===== src/eld_pkg.sv =====
// Types, character codes and helper functions shared by the escaped line decoder.
package eld_pkg;

	typedef enum logic [1:0] {
		KIND_DATA  = 2'd0,
		KIND_END   = 2'd1,
		KIND_ERROR = 2'd2
	} kind_t;

	typedef enum logic [1:0] {
		PH_NORMAL = 2'd0,
		PH_ESCAPE = 2'd1,
		PH_HEX_HI = 2'd2,
		PH_HEX_LO = 2'd3
	} phase_t;

	localparam logic [7:0] CH_BACKSLASH = 8'h5C;
	localparam logic [7:0] CH_NEWLINE   = 8'h0A;
	localparam logic [7:0] CH_TAB       = 8'h09;
	localparam logic [7:0] CH_HASH      = 8'h23;
	localparam logic [7:0] CH_N         = 8'h6E;
	localparam logic [7:0] CH_T         = 8'h74;
	localparam logic [7:0] CH_R         = 8'h72;
	localparam logic [7:0] CH_X         = 8'h78;

	typedef struct packed {
		phase_t     phase;
		logic [3:0] high_nibble;
		logic       has_data;
		logic       skipping;
		logic       halted;
	} dec_state_t;

	localparam dec_state_t STATE_RESET = '{
		phase:       PH_NORMAL,
		high_nibble: 4'h0,
		has_data:    1'b0,
		skipping:    1'b0,
		halted:      1'b0
	};

	typedef struct packed {
		logic       valid;
		kind_t      kind;
		logic [7:0] value;
	} step_res_t;

	// {is_hex, nibble}
	function automatic logic [4:0] hex_decode(input logic [7:0] c);
		logic [7:0] d;
		logic [4:0] r;
		d = 8'h00;
		r = 5'h00;
		if (c >= 8'h30 && c <= 8'h39) begin
			d = c - 8'h30;
			r = {1'b1, d[3:0]};
		end else if (c >= 8'h41 && c <= 8'h46) begin
			d = c - 8'h37;
			r = {1'b1, d[3:0]};
		end else if (c >= 8'h61 && c <= 8'h66) begin
			d = c - 8'h57;
			r = {1'b1, d[3:0]};
		end
		return r;
	endfunction

endpackage


===== src/eld_stream_if.sv =====
// Valid/ready channel interfaces for raw input bytes and decoded results.
interface eld_in_if;
	logic       valid;
	logic       ready;
	logic [7:0] byte_in;
	logic       end_of_input;

	modport source(output valid, output byte_in, output end_of_input, input ready);
	modport sink(input valid, input byte_in, input end_of_input, output ready);
endinterface

interface eld_out_if;
	logic       valid;
	logic       ready;
	logic [1:0] kind;
	logic [7:0] value;

	modport source(output valid, output kind, output value, input ready);
	modport sink(input valid, input kind, input value, output ready);
endinterface


===== src/eld_step.sv =====
// Per-byte decode step: next decoder state and the optional result for one item.
module eld_step (
	input  eld_pkg::dec_state_t state,
	input  logic [7:0]          byte_in,
	input  logic                end_of_input,
	output eld_pkg::dec_state_t state_nxt,
	output eld_pkg::step_res_t  res
);
	import eld_pkg::*;

	logic       data_go;
	logic       close_go;
	logic       err_go;
	logic [7:0] data_byte;
	logic [4:0] hex;
	logic       skip_new;

	assign hex = hex_decode(byte_in);

	always_comb begin
		data_go   = 1'b0;
		close_go  = 1'b0;
		err_go    = 1'b0;
		data_byte = byte_in;
		state_nxt = state;
		res       = '{valid: 1'b0, kind: KIND_DATA, value: 8'h00};
		skip_new  = state.skipping;

		if (end_of_input) begin
			if (!state.halted) begin
				if (state.phase != PH_NORMAL) begin
					err_go = 1'b1;
				end else begin
					close_go = 1'b1;
				end
			end
		end else if (!state.halted) begin
			case (state.phase)
				PH_NORMAL: begin
					if (byte_in == CH_NEWLINE) begin
						close_go = 1'b1;
					end else if (byte_in == CH_BACKSLASH) begin
						state_nxt.phase = PH_ESCAPE;
					end else begin
						data_go = 1'b1;
					end
				end
				PH_ESCAPE: begin
					state_nxt.phase = PH_NORMAL;
					if (byte_in == CH_N) begin
						data_go   = 1'b1;
						data_byte = CH_NEWLINE;
					end else if (byte_in == CH_T) begin
						data_go   = 1'b1;
						data_byte = CH_TAB;
					end else if (byte_in == CH_BACKSLASH) begin
						data_go   = 1'b1;
						data_byte = CH_BACKSLASH;
					end else if (byte_in == CH_R) begin
						data_go = 1'b0;
					end else if (byte_in == CH_X) begin
						state_nxt.phase = PH_HEX_HI;
					end else begin
						err_go = 1'b1;
					end
				end
				PH_HEX_HI: begin
					if (!hex[4]) begin
						err_go = 1'b1;
					end else begin
						state_nxt.high_nibble = hex[3:0];
						state_nxt.phase       = PH_HEX_LO;
					end
				end
				PH_HEX_LO: begin
					if (!hex[4]) begin
						err_go = 1'b1;
					end else begin
						state_nxt.phase = PH_NORMAL;
						data_go         = 1'b1;
						data_byte       = {state.high_nibble, hex[3:0]};
					end
				end
				default: begin
					err_go = 1'b1;
				end
			endcase
		end

		// first decoded byte of an entry decides whether it is a comment
		if (data_go) begin
			skip_new           = state.skipping |
			                     (!state.has_data && (data_byte == CH_HASH));
			state_nxt.has_data = 1'b1;
			state_nxt.skipping = skip_new;
			if (!skip_new) begin
				res = '{valid: 1'b1, kind: KIND_DATA, value: data_byte};
			end
		end

		if (close_go) begin
			state_nxt.has_data = 1'b0;
			state_nxt.skipping = 1'b0;
			if (state.has_data && !state.skipping) begin
				res = '{valid: 1'b1, kind: KIND_END, value: 8'h00};
			end
		end

		if (err_go) begin
			state_nxt.halted = 1'b1;
			state_nxt.phase  = PH_NORMAL;
			res = '{valid: 1'b1, kind: KIND_ERROR, value: 8'h00};
		end

		// end of input always leaves a clean decoder for the next file
		if (end_of_input) begin
			state_nxt = STATE_RESET;
		end
	end

endmodule


===== src/escaped_line_decoder_unit.sv =====
// Accepted items pass through an input register, then a result register; one item per cycle
// while results are taken. Items that decode to no result are absorbed silently.
// The result register doubles as the buffer that lets input flow while a result waits.
// Reset (arst_n low, asynchronous): clears both valid flags and the decoder state,
// so the block starts in normal text with no entry open and no error latched.
module escaped_line_decoder_unit (
	input logic       clk,
	input logic       arst_n,
	eld_in_if.sink    bytes,
	eld_out_if.source results
);
	import eld_pkg::*;

	logic       valid_s1;
	logic [7:0] byte_s1;
	logic       eoi_s1;
	logic       adv_s1;
	dec_state_t state_q;
	dec_state_t state_nxt;
	step_res_t  res;
	logic       valid_s2;
	kind_t      kind_s2;
	logic [7:0] value_s2;

	assign adv_s1      = valid_s1 && (!valid_s2 || results.ready);
	assign bytes.ready = !valid_s1 || adv_s1;

	eld_step u_step (
		.state        (state_q),
		.byte_in      (byte_s1),
		.end_of_input (eoi_s1),
		.state_nxt    (state_nxt),
		.res          (res)
	);

	always_ff @(posedge clk or negedge arst_n) begin
		if (!arst_n) begin
			valid_s1 <= 1'b0;
			valid_s2 <= 1'b0;
			state_q  <= STATE_RESET;
		end else begin
			if (bytes.valid && bytes.ready) begin
				valid_s1 <= 1'b1;
			end else if (adv_s1) begin
				valid_s1 <= 1'b0;
			end
			if (adv_s1) begin
				state_q  <= state_nxt;
				valid_s2 <= res.valid;
			end else if (results.ready) begin
				valid_s2 <= 1'b0;
			end
		end
	end

	always_ff @(posedge clk) begin
		if (bytes.valid && bytes.ready) begin
			byte_s1 <= bytes.byte_in;
			eoi_s1  <= bytes.end_of_input;
		end
		if (adv_s1) begin
			kind_s2  <= res.kind;
			value_s2 <= res.value;
		end
	end

	assign results.valid = valid_s2;
	assign results.kind  = kind_s2;
	assign results.value = value_s2;

endmodule


===== src/flat_wrapper.sv =====
// flat-port wrapper written by rule: the top's interface ports become plain ports
module escaped_line_decoder_unit_flat import eld_pkg::*;
  (clk, arst_n, bytes_valid, bytes_byte_in, bytes_end_of_input, bytes_ready, results_valid, results_kind, results_value, results_ready);
  eld_in_if bytes_i ();
  eld_out_if results_i ();
  input logic clk;
  input logic arst_n;
  input wire logic [$bits(bytes_i.valid)-1:0] bytes_valid;
  input wire logic [$bits(bytes_i.byte_in)-1:0] bytes_byte_in;
  input wire logic [$bits(bytes_i.end_of_input)-1:0] bytes_end_of_input;
  output wire logic [$bits(bytes_i.ready)-1:0] bytes_ready;
  output wire logic [$bits(results_i.valid)-1:0] results_valid;
  output wire logic [$bits(results_i.kind)-1:0] results_kind;
  output wire logic [$bits(results_i.value)-1:0] results_value;
  input wire logic [$bits(results_i.ready)-1:0] results_ready;
  assign bytes_i.valid = bytes_valid;
  assign bytes_i.byte_in = bytes_byte_in;
  assign bytes_i.end_of_input = bytes_end_of_input;
  assign bytes_ready = bytes_i.ready;
  assign results_valid = results_i.valid;
  assign results_kind = results_i.kind;
  assign results_value = results_i.value;
  assign results_i.ready = results_ready;
  escaped_line_decoder_unit u_core (.clk(clk), .arst_n(arst_n), .bytes(bytes_i), .results(results_i));
endmodule

===== config.mk =====
export PLATFORM = sky130hd
export DESIGN_NAME = escaped_line_decoder_unit_flat
export DESIGN_NICKNAME = d
export VERILOG_FILES = /design/src/eld_pkg.sv /design/src/eld_stream_if.sv /design/src/eld_step.sv /design/src/escaped_line_decoder_unit.sv /design/src/flat_wrapper.sv
export SDC_FILE = /design/constraint.sdc
export NUM_CORES = 1
export LEC_CHECK = 0
export ABC_AREA = 1
export BUFFER_PORTS_ARGS = -buffer_cell sky130_fd_sc_hd__buf_2
export CAP_MARGIN = 5
export CORE_UTILIZATION = 50
export DETAILED_ROUTE_END_ITERATION = 12
export PLACE_DENSITY = 0.7
export SYNTH_ARGS = -nofsm -noshare
export SYNTH_HDL_FRONTEND = slang
export SYNTH_SLANG_ARGS = --single-unit
export TNS_END_PERCENT = 50

===== constraint.sdc =====
create_clock -name clk -period 2.7 [get_ports clk]
set_clock_uncertainty 0.2 [all_clocks]
set_input_delay 0.27 -clock clk [delete_from_list [all_inputs] [get_ports clk]]
set_output_delay 0.27 -clock clk [all_outputs]
set_load 0.05 [all_outputs]

* After elaboration in Yosys (flattened, before gate mapping)
Cells that the tools add are included.
** Cells by class
- Order comparisons :: 6
- Bitwise logic cells :: 1
- Multiplexer cells :: 62
- Equal/unequal tests :: 16
- Add/sub/neg operators :: 3
- Reductions and logical operators :: 26
** Operators with widths (count)
- $mux 11 :: 5
- $mux 8 :: 6
- $eq 8x7->1 const B :: 5
- $mux 1 :: 29
- $mux 2 :: 11
- $ge 8x7->1 const B :: 2
- $le 8x7->1 const B :: 2
- $ne 4x3->1 const B :: 4
- $pmux 8 s2 :: 1
- $mux 5 :: 3
- $mux 6 :: 2
- $reduce_bool 2->1 :: 6
- $mux 9 :: 1
- $eq 8x4->1 const B :: 1
- $eq 8x6->1 const B :: 1
- $ge 8x6->1 const B :: 1
- $le 8x6->1 const B :: 1
- $pmux 2 s4 :: 1
- $sub 4x3->4 const B :: 2
- $logic_and 1x1->1 :: 7
- $reduce_and 6->1 :: 1
- $eq 2x2->1 const B :: 2
- $logic_not 1->1 :: 4
- $mux 4 :: 1
- 13 further kinds :: 15
** Word-level totals
- Output and inout bits :: 12
- Flip-flop bits (word level) :: 30
- Input bits :: 13

* Depth between registers and ports, before layout
- Depth in word-level cells :: 18
- Mapped depth :: 19
- Depth with buffers taken out :: 18

* Cells and area by module
A second synthesis with hierarchy kept.
** Second synthesis, totals
- Cells, all modules :: 272
- Area total of the unflattened synthesis :: 2048.2 um^2
** By module, submodules not included
- eld_step :: cells each 203, sequential area each 0.0 um^2, instances 1, area an instance 1027.2 um^2
- escaped_line_decoder_unit :: cells each 69, sequential area each 845.8 um^2, instances 1, area an instance 1021.0 um^2

* Least setup slack after synthesis
Ideal clock, no wire load.
- Kind :: register to register
- From :: register u_core.byte_s1[0]
- To :: register u_core.value_s2[2] (netlist: u_core.results.value[2]) (data pin)
- Cell stages (with the launch flop) :: 16
- Path slack :: 0.296 ns
- Data required time :: 2.243 ns
- Arrival :: 1.948 ns
- Buffers on the path :: 0
- Clock period less this slack :: 2.404 ns
- Path through :: edfxtp_1 inv_1 ha_1 nand2_1 o21ai_1 nand2_1 nand2_4 nand3_4 o21ai_2 inv_1 a21oi_2 nand2_1 nor2_2 nand3_2 nand3_4 a21oi_1
** On the way
- Cells in the longest elaborated chain, start to end :: 16
- Elaborated cells between the ends (all ways) :: 57
** Ends and longest elaborated chain
- start, declared :: line escaped_line_decoder_unit.sv:15 : logic [7:0] byte_s1;
- start signal, assigned :: line escaped_line_decoder_unit.sv:58 : byte_s1 <= bytes.byte_in;
- $ge 8x7->1 / $le 8x7->1 (equally long branches) :: line eld_pkg.sv:60 : end else if (c >= 8'h61 && c <= 8'h66) begin
- $logic_and 1x1->1 :: line eld_pkg.sv:60
- $mux 5 :: line eld_pkg.sv:60
- $mux 5 :: line eld_pkg.sv:57 : end else if (c >= 8'h41 && c <= 8'h46) begin
- $mux 5 :: line eld_pkg.sv:54 : if (c >= 8'h30 && c <= 8'h39) begin
- $mux 8 :: line eld_step.sv:76 : if (!hex[4]) begin
- $pmux 8 s2 :: line eld_step.sv:38 : case (state.phase)
- $mux 8 :: line eld_step.sv:37 : end else if (!state.halted) begin
- $mux 8 :: line eld_step.sv:29 : if (end_of_input) begin
- $eq 8x6->1 :: line eld_step.sv:93 : (!state.has_data && (data_byte == CH_HASH));
- $logic_and 1x1->1 :: line eld_step.sv:93
- $or 1x1->1 :: line eld_step.sv:92 : skip_new = state.skipping |
- $mux 11 :: line eld_step.sv:96 : if (!skip_new) begin
- $mux 11 :: line eld_step.sv:91 : if (data_go) begin
- $mux 11 :: line eld_step.sv:104 : if (state.has_data && !state.skipping) begin
- $mux 11 :: line eld_step.sv:101 : if (close_go) begin
- end signal, assigned :: line escaped_line_decoder_unit.sv:63 : value_s2 <= res.value;
- end, declared :: line escaped_line_decoder_unit.sv:23 : logic [7:0] value_s2;
Parallel ways exist; a longest one is shown, timed or not.
A chain may end at the register's enable or synchronous reset.

* Final worst setup path
Same ends and word-level chain as after synthesis.

==> key figures <==
Clocking
  – Clock tree buffer depth: 2
  – CTS tree: done
  – Clock Latency Late Sink: 290 ps
  – Reg clk slew, reported paths: 70 ps
  – H-tree Lvls: 2
  – CTS buffer count: 5
  – Clk root buf: clkbuf_8
  – Clock Sinks: 30

Floorplanning
  – Rows: 22
  – I/O Pins: 25
  – Die width: 65.1 um
  – Die area: 0.00423 mm^2
  – Initial Utilization: 53.1%
  – Core Box Area: 0.00374 mm^2
  – Die height: 65.1 um

Detailed routing
  – Drt pass-1 iters: 5
  – Routed WL per cell: 14.1 um
  – Vias per cell: 5.35
  – Drt total wl: 5250 um
  – Via Count: 1996
  – Initial drt markers: 163
  – Antenna-violating nets left: 0
  – Drt drc: 0

Final layout
  – ANT cells: 0
  – Post-layout nets: 341
  – Layout cell share with drive strength beyond 1: 31.7%
  – Layout area overhead: 35.5%
  – FILL cells: 305
  – Final instance area: 0.00270 mm^2

Critical path
  – Critical path data arrival time: 2540 ps
  – Worst setup EP type: register
  – Setup Crit Path Kind: register to register
  – Critical Path RT: 2540 ps
  – Critical path launch point type: register
  – CP max FO: 5

Synth
  – Cells after Synth: 256
  – Post-synth EDFFs: 19
  – Synth warn: 0
  – Top post-synthesis cells by count: 77 x nand2_1, 29 x inv_1, 27 x nor2_1
  – Area contributors post-synth: edfxtp_1 29%, nand2_1 15%, dfrtp_1 14%, inv_1 5.5%, nor2_1 5.1%
  – Top-count cell post-synth: nand2_1
  – Top-area cell type share of the netlist area: 28.7%
  – FFs w/ async S/R, synth: 36.7%
  – Mean Syn Cell Area: 7.77 um^2
  – Main synth FF type: edfxtp_1
  – Seq cells post-synth: 30
  – Post-Syn Nets: 273
  – Post-synthesis sequential area ratio: 42.5%
  – Yosys cell types: 37
  – Post-synth top area cell: edfxtp_1
  – Syn Std Cell Area: 0.00199 mm^2

Run
  – Max_cap viols: 0

Placement
  – Pre-CTS worst setup slack: 31.6 ps
  – RD Place Congestion: 0.914
  – Placed standard-cell area: 0.00222 mm^2
  – Input/output buffers: 24
  – Dpl hpwl: 3520 um

Timing
  – Max Fclk: 0.371 GHz
  – Final Cycle Share: 99.9%
  – Final WS setup: 1.46 ps
  – Hold Fails Final Rpt: 0
  – Max Slew Vio Count: 0
  – Min cycle time layout: 2700 ps
  – TNS Setup: 0 ps
  – Slew Limit Headroom: 63.7%
  – Worst-Margin Slew: 543 ps
  – RSZ-0062 raised after global routing: true
  – # setup viols final: 0

Status
  – Status: finished clean

Pwr
  – Pwr dens: 744 mW/mm^2
  – VDD IR-drop max: 0.447 mV
  – LEAKAGE: 1.31 nW

Global route
  – Largest net degree at the start of global routing: 14
  – Grt total ovfl: 0
  – First-pass GRT wire length: 7540 um
  – Total GRT Usage: 24.4%
  – Vias in the first global route: 1654
  – Initial antenna violation count: 0

Min path
  – Worst hold path class: input pin to register
[repair_timing]
item	4_1_cts	5_1_grt
hold endpoints to repair	21	0
hold buffers	11	0
gates resized for setup	0	26
setup endpoints to repair	0	14
setup buffers	0	16
[through the flow]
step	power, mW	utilization [%]	hold slack [ps]	instances
finish	2.01	72.0	51.9	373
global route	2.13	72.0	96.2	373
CTS	1.91	65.1	49.2	355
detailed placement	1.49	59.4	-43.4	336
global placement	1.49	59.4	-40.7	336
floorplan	1.30	-	-226	256
[cells by family (layout without fill, tap and decap cells)]
kind of cell / after synthesis / after routing / synth area share [%]
adders and majority gates: 4 / 4 / 2.52
DFF: 30 / 30 / 42.5
and+or+nand+nor: 153 / 155 / 36.0
buffers and inverters: 35 / 102 / 7.55
AOI/OAI and AO/OA: 31 / 31 / 9.75
xor gates and xnor gates: 3 / 3 / 1.70
[sequential cells by signal (all words and copies together), names as in the netlist]
register,cells
u_core.byte_s1,8
u_core.results.value,8
u_core.state_q,9
u_core.results.valid,1
u_core.results.kind,2
u_core.eoi_s1,1
u_core.valid_s1,1
[layer usage]
| layer | track usage (%) | share of wire (%) | vias up |
|---|---|---|---|
| met5 | 0 | 0 | - |
| met4 | 10.6 | 3.5 | 0 |
| met3 | 4.23 | 7.1 | 19 |
| met2 | 39.2 | 47 | 87 |
| met1 | 32.0 | 42 | 898 |
| li1 | - | - | 992 |
[worst paths after layout]
kind                                   startpoint                       to  slack (ps)  cells past startpoint
worst max-delay path            u_core.byte_s1[0]  u_core.results.value[2]           1                     16
worst min-delay path                results_ready     u_core.results.valid          50                      4
worst max register to register  u_core.byte_s1[0]  u_core.results.value[2]           1                     16
worst min register to register  u_core.state_q[3]        u_core.state_q[3]         310                      2
max in group asynchronous                  arst_n        u_core.state_q[0]        1920                      2
min in group asynchronous                  arst_n        u_core.state_q[7]         180                      2
[layout make-up]
| class | count | area, um^2 | share of cell area, % |
|---|---|---|---|
| clock buffer | 6 | 93.8 | 3.48 |
| sequential | 30 | 846 | 31.4 |
| clock inverter | 2 | 10.0 | 0.371 |
| multi-input combinational | 193 | 1120 | 41.6 |
| timing repair buffer | 62 | 445 | 16.5 |
| tap | 48 | 60.1 | 2.23 |
| inverter | 32 | 120 | 4.46 |
[power by group]
| part | switching, mW | leakage, nW | total, mW | internal [mW] |
|---|---|---|---|---|
| clock | 0.175 | 0.0561 | 0.409 | 0.234 |
| sequential | 0.0714 | 0.332 | 0.689 | 0.617 |
| combinational | 0.627 | 0.919 | 0.908 | 0.281 |
[placed cells by master, fill, tap and decap left out, drive strengths merged]
cell	count
clkinv	3
a31oi	1
or2	2
o21ai	10
buf	51
o31ai	3
nand3	26
edfxtp	19
a22oi	1
o21a	1
ha	4
o22ai	1
inv	31
dfrtp	11
o41ai	2
o2111a	1
nand2	82
a211oi	1
nor3	5
nand3b	2
nand4	5
a21oi	10
clkbuf	6
dlygate4sd3	11
nor2	33
xor2	3
[worst max-delay path, stage by stage (launching register included)]
cell and delay (ps):
edfxtp_1 490, buf_4 180, buf_4 130, nor3_2 160
nand2_1 90, nand2_2 100, nand2_4 90, nand4_1 150
nand2_1 90, nand2_1 70, nand2_1 60, nor2_2 120
nand3_2 90, nor2_2 100, nand3_2 140, nand3_2 140
a21oi_2 50
No activity file was read; power rests on OpenSTA's default activity.
